==> config.mk <==
export PLATFORM = sky130hd
export DESIGN_NAME = data_uri_payload_decoder_unit
export DESIGN_NICKNAME = d
export VERILOG_FILES = /design/src/rtl/dupd_pkg.sv /design/src/rtl/data_uri_payload_decoder_unit.sv /design/src/rtl/dupd_front.sv /design/src/rtl/dupd_queue.sv /design/src/rtl/dupd_back.sv
export SDC_FILE = /design/constraint.sdc
export NUM_CORES = 1
export LEC_CHECK = 0
export BUFFER_PORTS_ARGS = -buffer_cell sky130_fd_sc_hd__clkbuf_2
export CAP_MARGIN = 20
export CORE_MARGIN = 4
export CORE_UTILIZATION = 50
export CTS_BUF_LIST = sky130_fd_sc_hd__clkbuf_4 sky130_fd_sc_hd__clkbuf_8
export DETAILED_ROUTE_END_ITERATION = 8
export PLACE_DENSITY = 0.75
export RECOVER_POWER = 100
export SLEW_MARGIN = 20
export SYNTH_ARGS = -nofsm -noshare
export SYNTH_HDL_FRONTEND = slang
export SYNTH_SLANG_ARGS = --single-unit
==> constraint.sdc <==
create_clock -name clk -period 3.88 [get_ports clk]
set_input_delay 0.776 -clock clk [delete_from_list [all_inputs] [get_ports clk]]
set_output_delay 0.776 -clock clk [all_outputs]
set_load 0.05 [all_outputs]
==> src/rtl/dupd_pkg.sv <==
// shared types, constants and character decode functions for the data URI decoder
`default_nettype none

package dupd_pkg;

	// character codes
	localparam logic [7:0] CH_COMMA   = 8'h2c;
	localparam logic [7:0] CH_SEMI    = 8'h3b;
	localparam logic [7:0] CH_PERCENT = 8'h25;
	localparam logic [7:0] CH_EQUALS  = 8'h3d;
	localparam logic [7:0] CH_PLUS    = 8'h2b;
	localparam logic [7:0] CH_SLASH   = 8'h2f;

	// length of the ";base64" tag
	localparam logic [2:0] TAG_LEN = 3'd7;

	// decode results that mean "not a digit"
	localparam logic [4:0] HEX_NONE = 5'd16;
	localparam logic [6:0] B64_NONE = 7'd64;

	// bundle queue between front and back
	localparam int QDEPTH = 4;
	localparam int QPTR_W = $clog2(QDEPTH);

	// up to three bytes caused by one item, plus the end flag
	typedef struct packed {
		logic [2:0][7:0] data;
		logic [1:0]      count;
		logic            last;
	} bundle_t;

	// one character of ";base64" by position
	function automatic logic [7:0] tag_char(input logic [2:0] pos);
		logic [7:0] ch;
		case (pos)
			3'd0: ch = 8'h3b;   // ;
			3'd1: ch = 8'h62;   // b
			3'd2: ch = 8'h61;   // a
			3'd3: ch = 8'h73;   // s
			3'd4: ch = 8'h65;   // e
			3'd5: ch = 8'h36;   // 6
			3'd6: ch = 8'h34;   // 4
			default: ch = 8'h00;
		endcase
		return ch;
	endfunction

	// hex digit value, HEX_NONE when not a hex digit
	function automatic logic [4:0] hex_of(input logic [7:0] c);
		logic [4:0] v;
		v = HEX_NONE;
		if (c >= 8'h30 && c <= 8'h39) v = 5'(c - 8'h30);
		else if (c >= 8'h61 && c <= 8'h66) v = 5'(c - 8'h57);
		else if (c >= 8'h41 && c <= 8'h46) v = 5'(c - 8'h37);
		return v;
	endfunction

	// base64 symbol value, B64_NONE when outside the alphabet
	function automatic logic [6:0] b64_of(input logic [7:0] c);
		logic [6:0] v;
		v = B64_NONE;
		if (c >= 8'h41 && c <= 8'h5a) v = 7'(c - 8'h41);
		else if (c >= 8'h61 && c <= 8'h7a) v = 7'(c - 8'h47);
		else if (c >= 8'h30 && c <= 8'h39) v = 7'(c + 8'h04);
		else if (c == CH_PLUS) v = 7'd62;
		else if (c == CH_SLASH) v = 7'd63;
		return v;
	endfunction

endpackage

`default_nettype wire

==> src/rtl/data_uri_payload_decoder_unit.sv <==
// Data URI payload decoder: takes URI characters one item per clock while the
// bundle queue has room (four bundles deep) and decodes the payload after the
// first comma, as base64 when the metadata holds ";base64", otherwise as
// percent escapes. Each character item is processed in the cycle it is taken;
// the up to three bytes it causes form one bundle, queued only if it holds a
// byte or the end, and leave via a registered output at one result item per
// clock while m_axis_tready is high, so input runs at one item per cycle while
// items average at most one byte, else the output's rate. The last character
// always ends in a result with tlast set; tuser low marks a bare end marker.
`default_nettype none

module data_uri_payload_decoder_unit (
	input  wire logic       clk,
	input  wire logic       arst_n,
	input  wire logic       s_axis_tvalid,
	output logic            s_axis_tready,
	input  wire logic [7:0] s_axis_tdata,   // char_in
	input  wire logic       s_axis_tlast,   // end_of_uri
	output logic            m_axis_tvalid,
	input  wire logic       m_axis_tready,
	output logic [7:0]      m_axis_tdata,   // byte_out
	output logic            m_axis_tuser,   // byte_valid
	output logic            m_axis_tlast    // final_result
);
	import dupd_pkg::*;

	logic    q_full;
	logic    q_push;
	logic    q_pop;
	logic    q_not_empty;
	bundle_t q_in;
	bundle_t q_head;

	// character classification and URI state
	dupd_front u_front (
		.clk         (clk),
		.arst_n      (arst_n),
		.in_valid    (s_axis_tvalid),
		.in_char     (s_axis_tdata),
		.in_last     (s_axis_tlast),
		.q_full      (q_full),
		.in_ready    (s_axis_tready),
		.push        (q_push),
		.push_bundle (q_in)
	);

	// bundle queue
	dupd_queue u_queue (
		.clk         (clk),
		.arst_n      (arst_n),
		.push        (q_push),
		.push_bundle (q_in),
		.pop         (q_pop),
		.full        (q_full),
		.not_empty   (q_not_empty),
		.head        (q_head)
	);

	// result sequencing
	dupd_back u_back (
		.clk         (clk),
		.arst_n      (arst_n),
		.q_not_empty (q_not_empty),
		.q_head      (q_head),
		.q_pop       (q_pop),
		.out_valid   (m_axis_tvalid),
		.out_ready   (m_axis_tready),
		.out_data    (m_axis_tdata),
		.out_user    (m_axis_tuser),
		.out_last    (m_axis_tlast)
	);

endmodule

`default_nettype wire

==> src/rtl/dupd_front.sv <==
// front end: accepts characters, tracks URI state and forms byte bundles
`default_nettype none

module dupd_front (
	input  wire logic              clk,
	input  wire logic              arst_n,
	input  wire logic              in_valid,
	input  wire logic [7:0]        in_char,
	input  wire logic              in_last,
	input  wire logic              q_full,
	output logic                   in_ready,
	output logic                   push,
	output dupd_pkg::bundle_t      push_bundle
);
	import dupd_pkg::*;

	typedef enum logic [1:0] {
		PH_META    = 2'd0,
		PH_PAYLOAD = 2'd1,
		PH_STOPPED = 2'd2
	} phase_t;

	phase_t          phase_q, phase_d;
	logic [2:0]      tag_q, tag_d;
	logic            b64_q, b64_d;
	logic [11:0]     acc_q, acc_d;
	logic [2:0]      cnt_q, cnt_d;
	logic [1:0]      pend_q, pend_d;
	logic [1:0][7:0] pchar_q, pchar_d;

	logic            accept;
	logic [2:0][7:0] bytes;
	logic [1:0]      n;
	logic [6:0]      b64v;
	logic [4:0]      hexc;
	logic [4:0]      hexp;
	logic [3:0]      cnt_sum;
	logic            tail;

	assign in_ready = !q_full;
	assign accept   = in_valid && in_ready;

	// next state and the bytes this item causes
	always_comb begin
		phase_d = phase_q;
		tag_d   = tag_q;
		b64_d   = b64_q;
		acc_d   = acc_q;
		cnt_d   = cnt_q;
		pend_d  = pend_q;
		pchar_d = pchar_q;
		bytes   = '0;
		n       = 2'd0;
		b64v    = b64_of(in_char);
		hexc    = hex_of(in_char);
		hexp    = hex_of(pchar_q[1]);
		cnt_sum = 4'd0;
		tail    = 1'b0;

		case (phase_q)
			PH_META: begin
				if (in_char == CH_COMMA) begin
					phase_d = PH_PAYLOAD;
				end else if (!b64_q) begin
					if (tag_q < TAG_LEN && in_char == tag_char(tag_q))
						tag_d = tag_q + 3'd1;
					else
						tag_d = (in_char == CH_SEMI) ? 3'd1 : 3'd0;
					if (tag_d == TAG_LEN) b64_d = 1'b1;
				end
			end
			PH_PAYLOAD: begin
				if (b64_q) begin
					// base64: six bits in, a byte out once eight are held
					if (in_char == CH_EQUALS) begin
						phase_d = PH_STOPPED;
					end else if (b64v != B64_NONE) begin
						acc_d   = {acc_q[5:0], b64v[5:0]};
						cnt_sum = {1'b0, cnt_q} + 4'd6;
						cnt_d   = cnt_sum[2:0];
						if (cnt_sum >= 4'd8) begin
							cnt_d    = 3'(cnt_sum - 4'd8);
							bytes[n] = 8'(acc_d >> cnt_d);
							n        = n + 2'd1;
						end
					end
				end else begin
					// percent decoding with a held escape
					case (pend_q)
						2'd1: begin
							if (hexc != HEX_NONE) begin
								pchar_d[1] = in_char;
								pend_d     = 2'd2;
							end else begin
								bytes[n] = pchar_q[0];
								n        = n + 2'd1;
								pend_d   = 2'd0;
								tail     = 1'b1;
							end
						end
						2'd2: begin
							if (hexc != HEX_NONE) begin
								bytes[n] = {hexp[3:0], hexc[3:0]};
								n        = n + 2'd1;
								pend_d   = 2'd0;
							end else begin
								bytes[n] = pchar_q[0];
								n        = n + 2'd1;
								bytes[n] = pchar_q[1];
								n        = n + 2'd1;
								pend_d   = 2'd0;
								tail     = 1'b1;
							end
						end
						default: begin
							pend_d = 2'd0;
							tail   = 1'b1;
						end
					endcase
					// the breaking character is processed anew
					if (tail) begin
						if (in_char == CH_PERCENT) begin
							pchar_d[0] = in_char;
							pend_d     = 2'd1;
						end else begin
							bytes[n] = in_char;
							n        = n + 2'd1;
						end
					end
				end
			end
			default: begin
				// decoding stopped by padding, characters ignored
			end
		endcase

		// end of URI: flush a held escape, then back to reset state
		if (in_last) begin
			if (phase_d == PH_PAYLOAD && !b64_d) begin
				if (pend_d >= 2'd1) begin
					bytes[n] = pchar_d[0];
					n        = n + 2'd1;
				end
				if (pend_d >= 2'd2) begin
					bytes[n] = pchar_d[1];
					n        = n + 2'd1;
				end
			end
			phase_d = PH_META;
			tag_d   = 3'd0;
			b64_d   = 1'b0;
			acc_d   = '0;
			cnt_d   = 3'd0;
			pend_d  = 2'd0;
			pchar_d = '0;
		end
	end

	// bundle goes to the queue when it carries bytes or the end
	assign push              = accept && (n != 2'd0 || in_last);
	assign push_bundle.data  = bytes;
	assign push_bundle.count = n;
	assign push_bundle.last  = in_last;

	// URI state
	always_ff @(posedge clk or negedge arst_n) begin
		if (!arst_n) begin
			phase_q <= PH_META;
			tag_q   <= 3'd0;
			b64_q   <= 1'b0;
			acc_q   <= '0;
			cnt_q   <= 3'd0;
			pend_q  <= 2'd0;
			pchar_q <= '0;
		end else if (accept) begin
			phase_q <= phase_d;
			tag_q   <= tag_d;
			b64_q   <= b64_d;
			acc_q   <= acc_d;
			cnt_q   <= cnt_d;
			pend_q  <= pend_d;
			pchar_q <= pchar_d;
		end
	end

endmodule

`default_nettype wire

==> src/rtl/dupd_queue.sv <==
// short bundle queue between the front end and the output sequencer
`default_nettype none

module dupd_queue (
	input  wire logic              clk,
	input  wire logic              arst_n,
	input  wire logic              push,
	input  wire dupd_pkg::bundle_t push_bundle,
	input  wire logic              pop,
	output logic                   full,
	output logic                   not_empty,
	output dupd_pkg::bundle_t      head
);
	import dupd_pkg::*;

	bundle_t            mem_q [QDEPTH];
	logic [QPTR_W-1:0]  wr_q;
	logic [QPTR_W-1:0]  rd_q;
	logic [QPTR_W:0]    fill_q;
	logic               do_pop;

	assign full      = (fill_q == (QPTR_W+1)'(QDEPTH));
	assign not_empty = (fill_q != '0);
	assign head      = mem_q[rd_q];
	assign do_pop    = pop && not_empty;

	// storage
	always_ff @(posedge clk) begin
		if (push) mem_q[wr_q] <= push_bundle;
	end

	// pointers and fill level
	always_ff @(posedge clk or negedge arst_n) begin
		if (!arst_n) begin
			wr_q   <= '0;
			rd_q   <= '0;
			fill_q <= '0;
		end else begin
			if (push)   wr_q <= wr_q + 1'b1;
			if (do_pop) rd_q <= rd_q + 1'b1;
			case ({push, do_pop})
				2'b10:   fill_q <= fill_q + 1'b1;
				2'b01:   fill_q <= fill_q - 1'b1;
				default: fill_q <= fill_q;
			endcase
		end
	end

endmodule

`default_nettype wire

==> src/rtl/dupd_back.sv <==
// back end: walks each bundle and presents one result item per cycle while the output is ready
`default_nettype none

module dupd_back (
	input  wire logic              clk,
	input  wire logic              arst_n,
	input  wire logic              q_not_empty,
	input  wire dupd_pkg::bundle_t q_head,
	output logic                   q_pop,
	output logic                   out_valid,
	input  wire logic              out_ready,
	output logic [7:0]             out_data,
	output logic                   out_user,
	output logic                   out_last
);
	import dupd_pkg::*;

	logic [1:0] idx_q;
	logic       valid_q;
	logic [7:0] data_q;
	logic       user_q;
	logic       last_q;
	logic       load;
	logic       bare;
	logic       at_end;

	assign load   = !valid_q || out_ready;
	assign bare   = (q_head.count == 2'd0);
	assign at_end = bare || (idx_q == q_head.count - 2'd1);
	assign q_pop  = load && q_not_empty && at_end;

	// output register and position within the head bundle
	always_ff @(posedge clk or negedge arst_n) begin
		if (!arst_n) begin
			idx_q   <= 2'd0;
			valid_q <= 1'b0;
			data_q  <= 8'd0;
			user_q  <= 1'b0;
			last_q  <= 1'b0;
		end else if (load) begin
			valid_q <= q_not_empty;
			if (q_not_empty) begin
				data_q <= bare ? 8'd0 : q_head.data[idx_q];
				user_q <= !bare;
				last_q <= q_head.last && at_end;
				idx_q  <= at_end ? 2'd0 : idx_q + 2'd1;
			end
		end
	end

	assign out_valid = valid_q;
	assign out_data  = data_q;
	assign out_user  = user_q;
	assign out_last  = last_q;

endmodule

`default_nettype wire
==> flow_summary.ini <==
[run_status]
status = complete, but fails checks
violations = capacitance limit, slew limit, setup timing

[timing]
worst_slack_ns = -0.756
final.setup.tns_ns = -60.45
slew_headroom_pct = -51.5
tightest_slew_ns = 2.27
final_hold_viol_count = 0
fin_crit_sh_pct = 119
final.min_clock_period_ns = 4.64
clock_skew_ns = 0.0167
fin_hold_ws_ns = 0.403
rsz0062_at_grt = yes
maxClockFrequency_ghz = 0.216
setup_violations = 102
maxSlewViolCount = 38

[global_routing]
first_global_vias = 7681
grt_usage_pct = 25.5
grt_first_pass_wirelength_um = 40800
antenna_found_initial = 0
grt_overflow = 0
grt_max_degree = 38

[routing]
first_pass_iters = 5
wire_per_inst_um = 21.4
routed_via_density = 6.27
totalWireLength_um = 26100
vias = 7674
drc = 0
ant_nets = 0
first_iter_violations = 650

[placed_design]
dpl_cell_area_um2 = 11000
dpl_worst_slack_ns = -1.22
dp_hpwl_um = 18500
port_buffers = 24
gp_congestion = 1.01

[cells_and_area]
n_antenna_cell = 0
drive_above_1_share_pct = 34.2
nets = 1030
syn2layout_area_growth_pct = 28.0
final_area_um2 = 11900
final_util_pct = 65.6

[critical_path]
arrival_ns = 4.96
r2r_cells = 16
cp-end-kind = flip-flop
regToRegStartpoint = u_front.pend_q[1]
crit_fanout = 5
r2r_end = u_queue.mem_q[3][5]
cp-start-kind = input port
r2r_slack_ns = 0.39
crit_type = in2reg
worstPathRequired_ns = 4.21

[die]
die-area_um2 = 20800
fp.dieH_um = 144
io-pin-count = 25
die_w_um = 144
start_util_pct = 51.2
coreArea_um2 = 18100
placementRows = 49

[synth]
syn_area_per_cell_um2 = 11.1
netlist_area_um2 = 9300
yosysUniqueCellTypes = 80
yosys-top-cells-count = edfxtp_1 (108), nand2_1 (70), nor2_1 (59)
ys.flop_type = edfxtp_1
ys_warn_count = 0
netlist.area_leader.share_pct = 34.9
yosys-top-cells-area = edfxtp_1 (35%), dfrtp_1 (14%), mux4_2 (7.3%)
syn_nets = 885
synthCells = 836
yosysMostFrequentCell = edfxtp_1
ys_ff_latch = 160
yosys.area.top_type = edfxtp_1
synthArstFlopShare_pct = 32.5
seq_area_frac_synth_pct = 48.9
synth-edff-count = 108

[clock_network]
clock_sinks = 160
clockBufferDepth = 2
clk_pin_slew_worst_paths_ns = 0.09
cts_hold_buf = 0
cts_made_buffers = 17
clk_latency_ns = 0.46
cts_tree = yes
cts_root_buf = clkbuf_8
cts_max_level = 4

[power]
p_leak_nw = 4.52
ir_drop_mv = 0.296
power.density_nw_per_um2 = 422

[hold_path]
worstHoldPathType = in2async

[job]
drv_cap = 1
kinds of logic (layout without fill, tap and decap cells):
family | Yosys count | count (layout) | synth area share (%)
simple gates | 235 | 235 | 12.4
compound gates | 229 | 230 | 17.2
flops | 160 | 160 | 48.9
buf+inv | 100 | 257 | 4.29
mux | 53 | 53 | 9.80
fa+ha+maj | 36 | 36 | 5.01
xor+xnor | 23 | 23 | 2.37
sequential cells by signal, summed over array words and instances, names as in the netlist, 2 cells and up:
signal and count:
u_front.acc_q 6, u_front.phase_q 2, u_back.out_data 8, u_back.idx_q 2, u_front.cnt_q 2, u_queue.mem_q 108
u_front.pchar_q 16, u_queue.wr_q 2, u_queue.rd_q 2, u_queue.fill_q 3, u_front.pend_q 2, u_front.tag_q 3
power breakdown:
| group | internal, W | switching (W) |
|---|---|---|
| Combinational | 0.000750 | 0.000961 |
| Sequential | 0.00202 | 0.000133 |
| Clock | 0.000533 | 0.000616 |
| Total | 0.00331 | 0.00171 |
per-layer routing:
metal	global-route usage, %	share of wire [%]	vias to the layer above
li1	-	-	3466
met1	32.5	40	3715
met2	41.9	48	370
met3	4.89	6.8	123
met4	12.8	4.6	0
met5	0	0	-
critical path, stage by stage:
cell and delay (ns):
clkbuf_16 0.11, inv_8 0.03, ha_4 0.14, nand2b_4 0.15, a2111oi_4 0.39, a211oi_2 0.14, a211o_1 0.31, a211oi_2 0.16
or4b_4 0.49, and3b_2 0.24, or2_4 0.27, inv_4 0.07, ha_4 0.21, mux2i_4 0.22, ha_4 0.21, inv_4 0.05
nor2_4 0.19, buf_6 0.15, o32a_1 0.14, o21ai_1 0.09, mux2i_1 0.24, buf_4 0.18
area by class of cell:
type,instances,area [um2]
Fill cell,1338,6250
Multi-Input combinational cell,577,5100
Sequential cell,160,4540
Timing Repair Buffer,179,1400
Tap cell,229,287
Clock buffer,20,256
Inverter,46,195
Clock inverter,12,111
through the flow:
stage	cells	power (W)
2_1_floorplan	836	0.00338
3_3_place_gp	1183	0.00385
3_5_place_dp	1183	0.00390
4_1_cts	1222	0.00505
5_1_grt	1223	0.00529
6_report	1223	0.00502
worst max-delay path by stage:
stage                          startpoint              endpoint  depth (start not counted)
after global placement    s_axis_tdata[1]  u_queue.mem_q[0][11]                         20
after global routing      s_axis_tdata[1]   u_queue.mem_q[0][5]                         22
final                     s_axis_tdata[1]   u_queue.mem_q[3][5]                         22
after CTS                 s_axis_tdata[1]  u_queue.mem_q[1][26]                         20
after detailed placement  s_axis_tdata[1]   u_queue.mem_q[1][8]                         19
after floorplan           s_axis_tdata[1]   u_queue.mem_q[0][9]                         23
cells in the final DEF (no fill, tap or decap), types with 7 or more instances in the layout:
| master | instances |
|---|---|
| inv_1 | 38 |
| clkbuf_8 | 18 |
| nor2_1 | 56 |
| o21ai_0 | 35 |
| buf_4 | 131 |
| a21oi_1 | 25 |
| a22o_1 | 22 |
| buf_6 | 8 |
| edfxtp_1 | 108 |
| ha_4 | 9 |
| ha_1 | 22 |
| nor2b_1 | 8 |
| clkbuf_1 | 21 |
| xor2_1 | 8 |
| nor3_1 | 13 |
| mux2i_1 | 15 |
| mux4_2 | 30 |
| buf_12 | 8 |
| a31oi_1 | 10 |
| xnor2_1 | 14 |
| o21ai_2 | 9 |
| nand3_1 | 17 |
| nand2_1 | 68 |
| a22oi_1 | 17 |
| o22ai_1 | 15 |
| clkbuf_2 | 7 |
| dfrtp_1 | 52 |
timing repair:
action	CTS	global route
buffers inserted	7	1
gates cloned	1	0
endpoints found under the setup margin	102	210
pin swaps	23	5
resized for setup	73	33
(Power assumes the default switching activity.)
